[src/sv/tlvhp_pkg.sv]
// Shared types and constants for the TLV header parser.
// No dependencies; imported by tlvhp_step and tlv_header_parser_core.
package tlvhp_pkg;

  // Parser phases, one-hot
  typedef enum logic [7:0] {
    PH_TAG1  = 8'b0000_0001,
    PH_TAG2  = 8'b0000_0010,
    PH_LEN1  = 8'b0000_0100,
    PH_LENX1 = 8'b0000_1000,
    PH_LENHI = 8'b0001_0000,
    PH_LENLO = 8'b0010_0000,
    PH_DATA  = 8'b0100_0000,
    PH_DROP  = 8'b1000_0000
  } phase_e;

  // Result status codes
  localparam logic [1:0] ST_OK    = 2'd0;
  localparam logic [1:0] ST_SHORT = 2'd1;
  localparam logic [1:0] ST_BAD   = 2'd2;

  // Tag and length encodings
  localparam logic [7:0] BER_TAG_MASK = 8'h1f;
  localparam logic [7:0] BER_LEN_1B   = 8'h81;
  localparam logic [7:0] BER_LEN_2B   = 8'h82;
  localparam logic [7:0] SIMPLE_LEN_X = 8'hff;
  localparam logic [2:0] HDR_MAX      = 3'd5;

  localparam int unsigned RES_W  = 29;
  localparam int unsigned ODATA_W = 32;

  // Parser state carried from byte to byte
  typedef struct packed {
    phase_e      phase;
    logic [7:0]  tag;
    logic [15:0] len;
    logic [15:0] rem;
    logic [2:0]  hdr;
  } pstate_t;

  // One result record; tag sits in the lowest bits
  typedef struct packed {
    logic [1:0]  status;
    logic [2:0]  hdr;
    logic [15:0] len;
    logic [7:0]  tag;
  } result_t;

endpackage

[src/sv/tlvhp_step.sv]
// Per-byte parse step: next parser state and an optional result record.
// Pure combinational logic; depends on tlvhp_pkg.
module tlvhp_step
  import tlvhp_pkg::*;
(
  input  pstate_t    cur_i,
  input  logic [7:0] byte_i,
  input  logic       fin_i,
  input  logic       ber_i,
  output pstate_t    nxt_o,
  output logic       res_valid_o,
  output result_t    res_o
);

  logic [2:0] hdr_bump;
  logic       done;
  logic       bad;
  logic       set_len;
  logic [15:0] new_len;
  logic [15:0] rem_dec;

  assign hdr_bump = (cur_i.hdr < HDR_MAX) ? cur_i.hdr + 3'd1 : cur_i.hdr;
  assign rem_dec  = (cur_i.rem != 16'd0) ? cur_i.rem - 16'd1 : cur_i.rem;

  // Decode the byte against the current phase
  always_comb begin
    nxt_o   = cur_i;
    done    = 1'b0;
    bad     = 1'b0;
    set_len = 1'b0;
    new_len = {8'd0, byte_i};
    unique case (cur_i.phase)
      PH_TAG1: begin
        nxt_o.hdr = 3'd1;
        nxt_o.len = 16'd0;
        nxt_o.rem = 16'd0;
        if (ber_i && ((byte_i & BER_TAG_MASK) == BER_TAG_MASK)) begin
          nxt_o.tag   = 8'd0;
          nxt_o.phase = PH_TAG2;
        end else begin
          nxt_o.tag   = ber_i ? (byte_i & BER_TAG_MASK) : byte_i;
          nxt_o.phase = PH_LEN1;
        end
      end
      PH_TAG2: begin
        nxt_o.hdr   = hdr_bump;
        nxt_o.tag   = byte_i;
        nxt_o.phase = PH_LEN1;
      end
      PH_LEN1: begin
        nxt_o.hdr = hdr_bump;
        if (ber_i && byte_i[7]) begin
          if (byte_i == BER_LEN_1B) begin
            nxt_o.phase = PH_LENX1;
          end else if (byte_i == BER_LEN_2B) begin
            nxt_o.phase = PH_LENHI;
          end else begin
            bad         = 1'b1;
            nxt_o.phase = fin_i ? PH_TAG1 : PH_DROP;
          end
        end else if (!ber_i && (byte_i == SIMPLE_LEN_X)) begin
          nxt_o.phase = PH_LENHI;
        end else begin
          set_len = 1'b1;
        end
      end
      PH_LENX1: begin
        nxt_o.hdr = hdr_bump;
        set_len   = 1'b1;
      end
      PH_LENHI: begin
        nxt_o.hdr   = hdr_bump;
        nxt_o.len   = {byte_i, 8'd0};
        nxt_o.phase = PH_LENLO;
      end
      PH_LENLO: begin
        nxt_o.hdr = hdr_bump;
        new_len   = {cur_i.len[15:8], byte_i};
        set_len   = 1'b1;
      end
      PH_DATA: begin
        nxt_o.rem = rem_dec;
        if (rem_dec == 16'd0) begin
          nxt_o.phase = PH_TAG1;
          done        = 1'b1;
        end
      end
      PH_DROP: begin
        if (fin_i) nxt_o.phase = PH_TAG1;
      end
      default: begin
        nxt_o.phase = PH_TAG1;
      end
    endcase

    // Length known: zero length completes the record at once
    if (set_len) begin
      nxt_o.len = new_len;
      nxt_o.rem = new_len;
      if (new_len == 16'd0) begin
        nxt_o.phase = PH_TAG1;
        done        = 1'b1;
      end else begin
        nxt_o.phase = PH_DATA;
      end
    end

    // Buffer ends inside a record
    if (fin_i && !done && !bad && (cur_i.phase != PH_DROP)) begin
      nxt_o.phase = PH_TAG1;
    end
  end

  // Build the result record
  always_comb begin
    res_o.tag    = nxt_o.tag;
    res_o.hdr    = nxt_o.hdr;
    res_o.len    = bad ? 16'd0 : nxt_o.len;
    res_o.status = bad ? ST_BAD : (done ? ST_OK : ST_SHORT);
    res_valid_o  = bad || done || (fin_i && (cur_i.phase != PH_DROP));
  end

endmodule

[src/sv/tlv_header_parser_core.sv]
// TLV header parser top level: stream ports, parser state and result register.
// Depends on tlvhp_pkg and tlvhp_step.
//
// Usage: message bytes enter on the s_axis channel, one byte per transfer,
// with s_axis_tlast marking the final byte of a buffer. For each record the
// block issues one transfer on m_axis holding tag, value length, header byte
// count and status (ok, too few bytes, bad length form). Data bytes are only
// counted, never passed on. cfg_we_i with cfg_ber_mode_i selects BER (1) or
// simple (0) rules; write it only while the block is idle.
// Throughput: one byte per cycle while s_axis_tready is high. Each byte is parsed by a
// single layer of logic on the parser state; a result is visible on m_axis in the cycle
// after the transfer of the byte that ends the record.
// Reset (rst_ni low, asynchronous): simple mode, parser expects a first tag
// byte, result register empty.
// Stall: the result register holds while m_axis_tready is low; input bytes
// are still taken as long as the register is empty or being drained, else
// s_axis_tready drops until the result is taken.
module tlv_header_parser_core
  import tlvhp_pkg::*;
(
  input  logic               clk_i,
  input  logic               rst_ni,
  input  logic               cfg_we_i,
  input  logic               cfg_ber_mode_i,
  input  logic               s_axis_tvalid,
  output logic               s_axis_tready,
  input  logic [7:0]         s_axis_tdata,   // [7:0] data_byte
  input  logic               s_axis_tlast,   // final_byte
  output logic               m_axis_tvalid,
  input  logic               m_axis_tready,
  output logic [ODATA_W-1:0] m_axis_tdata    // [7:0] tag_value, [23:8] value_length,
                                             // [26:24] header_bytes, [28:27] parse_status
);

  logic    ber_q;
  pstate_t st_q, st_d;
  logic    ovalid_q;
  result_t ores_q;
  logic    res_valid;
  result_t res;
  logic    in_xfer;

  assign s_axis_tready = !ovalid_q || m_axis_tready;
  assign in_xfer       = s_axis_tvalid && s_axis_tready;

  tlvhp_step u_step (
    .cur_i      (st_q),
    .byte_i     (s_axis_tdata),
    .fin_i      (s_axis_tlast),
    .ber_i      (ber_q),
    .nxt_o      (st_d),
    .res_valid_o(res_valid),
    .res_o      (res)
  );

  // Hold the mode register
  always_ff @(posedge clk_i or negedge rst_ni) begin
    if (!rst_ni) begin
      ber_q <= 1'b0;
    end else if (cfg_we_i) begin
      ber_q <= cfg_ber_mode_i;
    end
  end

  // Advance parser state on each input transfer
  always_ff @(posedge clk_i or negedge rst_ni) begin
    if (!rst_ni) begin
      st_q.phase <= PH_TAG1;
      st_q.tag   <= 8'd0;
      st_q.len   <= 16'd0;
      st_q.rem   <= 16'd0;
      st_q.hdr   <= 3'd0;
    end else if (in_xfer) begin
      st_q <= st_d;
    end
  end

  // Result register: load on a result, drop once taken
  always_ff @(posedge clk_i or negedge rst_ni) begin
    if (!rst_ni) begin
      ovalid_q <= 1'b0;
    end else if (in_xfer && res_valid) begin
      ovalid_q <= 1'b1;
    end else if (m_axis_tready) begin
      ovalid_q <= 1'b0;
    end
  end

  always_ff @(posedge clk_i) begin
    if (in_xfer && res_valid) begin
      ores_q <= res;
    end
  end

  assign m_axis_tvalid = ovalid_q;
  assign m_axis_tdata  = {{(ODATA_W - RES_W){1'b0}}, ores_q};

endmodule
[config.mk]
export PLATFORM = sky130hd
export DESIGN_NAME = tlv_header_parser_core
export DESIGN_NICKNAME = d
export VERILOG_FILES = /design/src/sv/tlvhp_pkg.sv /design/src/sv/tlvhp_step.sv /design/src/sv/tlv_header_parser_core.sv
export SDC_FILE = /design/constraint.sdc
export NUM_CORES = 1
export LEC_CHECK = 0
export BUFFER_PORTS_ARGS = -buffer_cell sky130_fd_sc_hd__buf_2
export CORE_MARGIN = 1
export CORE_UTILIZATION = 35
export CTS_BUF_LIST = sky130_fd_sc_hd__clkbuf_8
export CTS_CLUSTER_SIZE = 8
export DETAILED_ROUTE_END_ITERATION = 8
export PLACE_DENSITY_LB_ADDON = 0.3
export SYNTH_ARGS = -nofsm -noshare
export SYNTH_HDL_FRONTEND = slang
export SYNTH_SLANG_ARGS = --single-unit
[constraint.sdc]
create_clock -name clk_i -period 5.7 [get_ports clk_i]
set_input_delay 0.855 -clock clk_i [delete_from_list [all_inputs] [get_ports clk_i]]
set_output_delay 0.855 -clock clk_i [all_outputs]
set_load 0.02 [all_outputs]
==> flow_summary.toml, run 1 <==
[routing]
vias = 3759
firstDrtPassIters = 5
drc = 0
drt_iter0_drc = 341
routed_wl_um = 11300
wl_per_cell_um = 17.5
final_antenna_net_count = 0
drt-vias-per-instance = 5.81

[pwr]
total_leakage_power_nw = 2.06
seqPwrFrac = 0.327
combPwrFrac = 0.527
switching_power_mw = 1.24
internal_power_mw = 1.44
ir_drop_mv = 0.222
power_density_nw_per_um2 = 546
p_sw_frac = 0.461
pwr-share-clk = 0.146

[timing]
fin_crit_ns = 4.00
period_share = 0.701
finalHoldViolations = 0
slew_headroom = 0.244
grt_setup_unrepaired = "no"
fmax_mhz = 250
worst_slew_pin_slew_ns = 1.12
fin_skew_ns = 0.0142
report.final.slew_viol_count = 0
finalSetupTns_ns = 0
setup_viol = 0

[logic_synthesis]
synth.distinct_cells = 62
synth_warnings = 0
synth_edf_count = 29
ys_seq_elements = 82
netlist_area_um2 = 4380
syn_area_per_cell_um2 = 9.85
ys.flop_type = "dfrtp_1"
synth_top_area_frac = 0.297
synth_area_leaders = "dfrtp_1 30%, edfxtp_1 20%, a22o_1 5.0%"
synthArstFlopShare = 0.646
synth_largest_area_cell = "dfrtp_1"
synth-seq-area-share = 0.501
netlist_instances = 445

[setup_path]
path_max_fanout = 28
rrSetupSlack_ns = 1.70
cp-start-kind = "register"
critPathRequiredTime_ns = 5.72
crit_path_end_kind = "register"
crit_arrival_ns = 4.02
worstSetupPathType = "register to register"

[clock_network]
clk_latency_ns = 0.36
hold_buffers = 0
clkSinkCount = 82
htreeDepth = 3
clkTransAtPathRegs_ns = 0.09
cts_inserted_buffers = 9
post-cts-setup-buffers = 0
cts_tree = "built"
cts_resized = 0
clockBufferDepth = 2
cts_root_buf = "clkbuf_8"

[outcome]
status = "complete, no violations"

[placed_design]
place_congestion = 0.951
place_area_um2 = 4730
numPortBuffers = 45
dpl.hpwl_um = 7970

[global_route]
overflow = 0
grt_max_degree = 54
antenna_found_initial = 0
grt_pass1_wl_um = 18600
gr-usage-all-layers = 0.183
grt_pass1_vias = 3475

[floorplan]
rows = 40
die_height_um = 114
die_area_um2 = 13000
die_w_um = 114
num_io_pins = 49
initial_core_util = 0.362
core_um2 = 12100

[final_layout]
layout_commonest_cell = "dfrtp_1"
final_nets = 491
finalInstanceArea_um2 = 4910
syn2layout_area_growth_pct = 11.9
layout_common_cells = "52 x dfrtp_1, 45 x buf_2, 41 x o21ai_0"
nFillCells = 1210
drive_gt1_frac = 0.203
diodes = 0

[run]
maxCapViolCount = 0

[hold_path]
hold_path.class = "register to register"
==> cell families (layout without fill, tap and decap cells) <==
family / Yosys count / after routing / synth area share
xor gates and xnor gates: 1 / 1 / 0.00200
adders and majority gates: 2 / 2 / 0.00571
DFF: 82 / 82 / 0.501
AOI/OAI and AO/OA: 144 / 144 / 0.228
other: 1 / 3 / 0.000855
muxes: 13 / 13 / 0.0334
and+or+nand+nor: 159 / 159 / 0.187
buffers and inverters: 43 / 75 / 0.0417
==> flip-flops by register name, indices dropped and copies added, names as in the netlist <==
signal,flops
m_axis_tdata,29
m_axis_tvalid,1
ber_q,1
st_q,51
==> final timing paths <==
check | cells past startpoint | startpoint | to
max | 10 | st_q[3] | m_axis_tdata[21]
min reg2reg | 2 | st_q[24] | st_q[24]
min in group asynchronous | 2 | rst_ni | st_q[24]
min | 2 | st_q[24] | st_q[24]
max in group asynchronous | 2 | rst_ni | st_q[44]
max reg2reg | 10 | st_q[3] | m_axis_tdata[21]
==> cells in the mapped netlist (all sizes together), types with 5 or more instances <==
library cell / n
or2: 8
or3: 6
nor2: 35
clkbuf: 28
mux2: 13
a22oi: 11
dfrtp: 52
or4: 5
o31ai: 6
nor4: 10
inv: 9
buf: 6
a2111oi: 5
a21oi: 27
a22o: 25
nor3: 20
nand2: 40
nand3: 6
edfxtp: 29
o21ai: 42
==> critical path, cell delays in order, from the launching register on <==
cell and delay [ns]:
dfrtp_1 0.46, inv_1 0.11, ha_1 0.28, or4b_1 0.54, nor4_2 0.46, a22oi_1 0.17
a2111o_1 0.46, a2111oi_4 0.48, a21oi_1 0.18, nor2_2 0.14, buf_4 0.36
==> layout make-up <==
cell class	instances	area [µm²]	share of cell area
sequential	82	2200	0.448
multi-input combinational	322	2020	0.413
inverter	9	33.8	0.00688
tap	168	210	0.0428
clock inverter	7	53.8	0.0110
clock buffer	9	124	0.0252
timing repair buffer	50	263	0.0535
==> metal layers <==
metal	wire [µm]	track usage
met4	182	0.0719
met3	621	0.0234
met2	5230	0.279
met1	5300	0.263
met5	0	0
==> power by group through the flow <==
stage | logic [mW] | registers, mW | clock network (mW)
after global placement | 1.38 | 0.883 | 0
final | 1.41 | 0.877 | 0.390
after global routing | 1.54 | 0.897 | 0.422
after CTS | 1.39 | 0.874 | 0.400
after floorplan | 1.06 | 0.894 | 0
after detailed placement | 1.39 | 0.885 | 0
==> through the flow <==
stage | worst slack, ns | total power, mW | hold slack [ns] | std cells | util
final | 1.70 | 2.68 | 0.487 | 647 | 0.405
after global placement | 1.88 | 2.26 | 0.462 | 631 | 0.390
after floorplan | 1.33 | 1.96 | 0.450 | 447 | -
after global routing | 1.53 | 2.86 | 0.515 | 647 | 0.405
after detailed placement | 1.75 | 2.27 | 0.471 | 631 | 0.390
after CTS | 1.72 | 2.67 | 0.492 | 647 | 0.405
(Power assumes the default switching activity.)
==> run 2, diff against run 1 <==
ABC_AREA = 1   (was unset)
clock period = 3.6 ns   (was 5.7 ns; I/O delays follow)
==> run 2 against run 1 <==
Against the previous run:
- via count grew 6.8%
- critical path depth up 7
- worst setup slack lost 0.84 ns
- sequential power is 48% higher
- die area increased by 5.0%
- worst hold slack worse by 0.30 ns
- clock skew grew 0.0012 ns
- non-clock buffer count did not move
- register-to-register slack lost 0.84 ns
- critical path type unchanged
- critical endpoint is now m_axis_tdata[18]
- largest power group unchanged
==> flow_summary.toml, run 2 <==
[routing]
drt-vias-per-instance = 4.96
vias = 4015
routed_wl_um = 11700
firstDrtPassIters = 5
drc = 0
final_antenna_net_count = 0
drt_iter0_drc = 319
wl_per_cell_um = 14.5

[global_route]
grt_pass1_wl_um = 18300
gr-usage-all-layers = 0.179
grt_pass1_vias = 3684
antenna_found_initial = 0
grt_max_degree = 35
overflow = 0

[clock_network]
htreeDepth = 3
clkSinkCount = 82
clkTransAtPathRegs_ns = 0.08
cts_root_buf = "clkbuf_8"
post-cts-setup-buffers = 0
hold_buffers = 0
clk_latency_ns = 0.38
cts_inserted_buffers = 9
cts_resized = 0
clockBufferDepth = 2
cts_tree = "built"

[floorplan]
num_io_pins = 49
die_height_um = 117
die_w_um = 117
die_area_um2 = 13600
core_um2 = 12700
rows = 41
initial_core_util = 0.362

[setup_path]
crit_path_end_kind = "register"
worstSetupPathType = "register to register"
crit_arrival_ns = 2.80
critPathRequiredTime_ns = 3.66
path_max_fanout = 17
cp-start-kind = "register"

[final_layout]
nFillCells = 1324
layout_commonest_cell = "nand2_1"
syn2layout_area_growth_pct = 12.9
fin_cells = 809
diodes = 0
finalInstanceArea_um2 = 5200
layout_common_cells = "153 x nand2_1, 75 x nor2_1, 71 x inv_1"
fin_util = 0.409
final_nets = 649
drive_gt1_frac = 0.160
largest_reg_flops = 51
regMostFlops = "st_q"

[pwr]
pwr-share-clk = 0.210
total_power_mw = 3.57
seqPwrFrac = 0.364
combPwrFrac = 0.426
internal_power_mw = 2.06
power_density_nw_per_um2 = 687
p_sw_frac = 0.423
ir_drop_mv = 0.233
total_leakage_power_nw = 2.46
switching_power_mw = 1.51

[logic_synthesis]
synth.distinct_cells = 39
synth_top_area_frac = 0.282
synth_largest_area_cell = "dfrtp_1"
ys.flop_type = "dfrtp_1"
netlist_instances = 589
netlist_area_um2 = 4610
synth_warnings = 0
synth_area_leaders = "dfrtp_1 28%, edfxtp_1 19%, nand2_1 12%"
synth.most_common_cell = "nand2_1"
synth_edf_count = 29
synthArstFlopShare = 0.646
synth_top_cells_by_count = "153 x nand2_1, 75 x nor2_1, 71 x inv_1"
ys_seq_elements = 82
synth-seq-area-share = 0.477
syn_area_per_cell_um2 = 7.83

[timing]
slew_headroom = 0.447
fin_skew_ns = 0.0154
report.final.slew_viol_count = 0
period_share = 0.759
setup_viol = 0
fmax_mhz = 366
finalHoldViolations = 0
finalSetupTns_ns = 0
grt_setup_unrepaired = "no"
fin_crit_ns = 2.73
worst_slew_pin_slew_ns = 0.822

[placed_design]
place_area_um2 = 4980
placedCellCount = 793
place_congestion = 0.954
dpl.hpwl_um = 8800
numPortBuffers = 45

[outcome]
status = "complete, no violations"

[hold_path]
hold_path.class = "input pin to asynchronous set/reset pin"

[run]
maxCapViolCount = 0
## run 2: changes by cell type after synthesis, moves of 18 or more
cell	delta
nand2_1	+113
a22o_1	-25
nor2_1	+40
nor3_1	-18
nand3_1	+18
inv_1	+62
clkbuf_1	-20
## run 2: cells by family (layout without fill, tap and decap cells)
| group | after synthesis | after routing | share of synthesized area |
|---|---|---|---|
| simple gates | 289 | 289 | 0.279 |
| compound gates | 118 | 118 | 0.148 |
| buf+inv | 95 | 141 | 0.0858 |
| flops | 82 | 82 | 0.477 |
| fa+ha+maj | 2 | 2 | 0.00543 |
| xor+xnor | 2 | 2 | 0.00380 |
| other cells | 1 | 3 | 0.000814 |
## run 2: path summary, 6_finish.rpt
path / slack, ns / to / depth (start not counted) / startpoint
max: 0.87 / m_axis_tdata[18] / 17 / st_q[3]
min: 0.19 / st_q[12] / 1 / rst_ni
max reg2reg: 0.87 / m_axis_tdata[18] / 17 / st_q[3]
min reg2reg: 0.50 / st_q[21] / 2 / st_q[21]
max in group asynchronous: 2.55 / st_q[43] / 2 / rst_ni
min in group clk_i: 0.36 / ber_q / 2 / cfg_we_i
## run 2: cell type report
cell class	count	area (µm²)	share of cell area
clock inverter	7	98.8	0.0190
tap	172	215	0.0414
sequential	82	2200	0.422
timing repair buffer	50	263	0.0505
clock buffer	9	124	0.0238
multi-input combinational	414	2020	0.389
inverter	75	282	0.0541
## run 2: routing by layer
layer,share of wire,GRT usage
met1,0.47,0.243
met3,0.059,0.0358
met5,0,0
met4,0.029,0.0878
met2,0.44,0.273
## run 2: critical path, cell delays in order (launching register included)
cell and delay [ns]:
dfrtp_1 0.39, inv_1 0.13, ha_1 0.31, nand2_4 0.12, nor2_4 0.18, nand2_4 0.14
nand2_1 0.08, nand2_1 0.07, nor2_1 0.11, nand3b_1 0.08, nor2_1 0.10, nand3_1 0.12
nand2_1 0.10, inv_1 0.05, nand2_1 0.05, nand2_1 0.07, inv_1 0.09, buf_4 0.24
## run 2: power by group through the flow
stage	Clock [mW]	Combinational (mW)	Sequential, mW
after floorplan	0	1.13	1.34
after global placement	0	1.48	1.31
after detailed placement	0	1.50	1.31
after CTS	0.773	1.51	1.30
after global routing	0.802	1.73	1.32
final	0.752	1.52	1.30
## run 2: per-stage QoR
step	setup WS, ns	hold WS [ns]
final	0.868	0.189
after global routing	0.656	0.230
after CTS	0.872	0.206
after detailed placement	0.875	0.473
after global placement	0.943	0.468
after floorplan	0.757	0.244
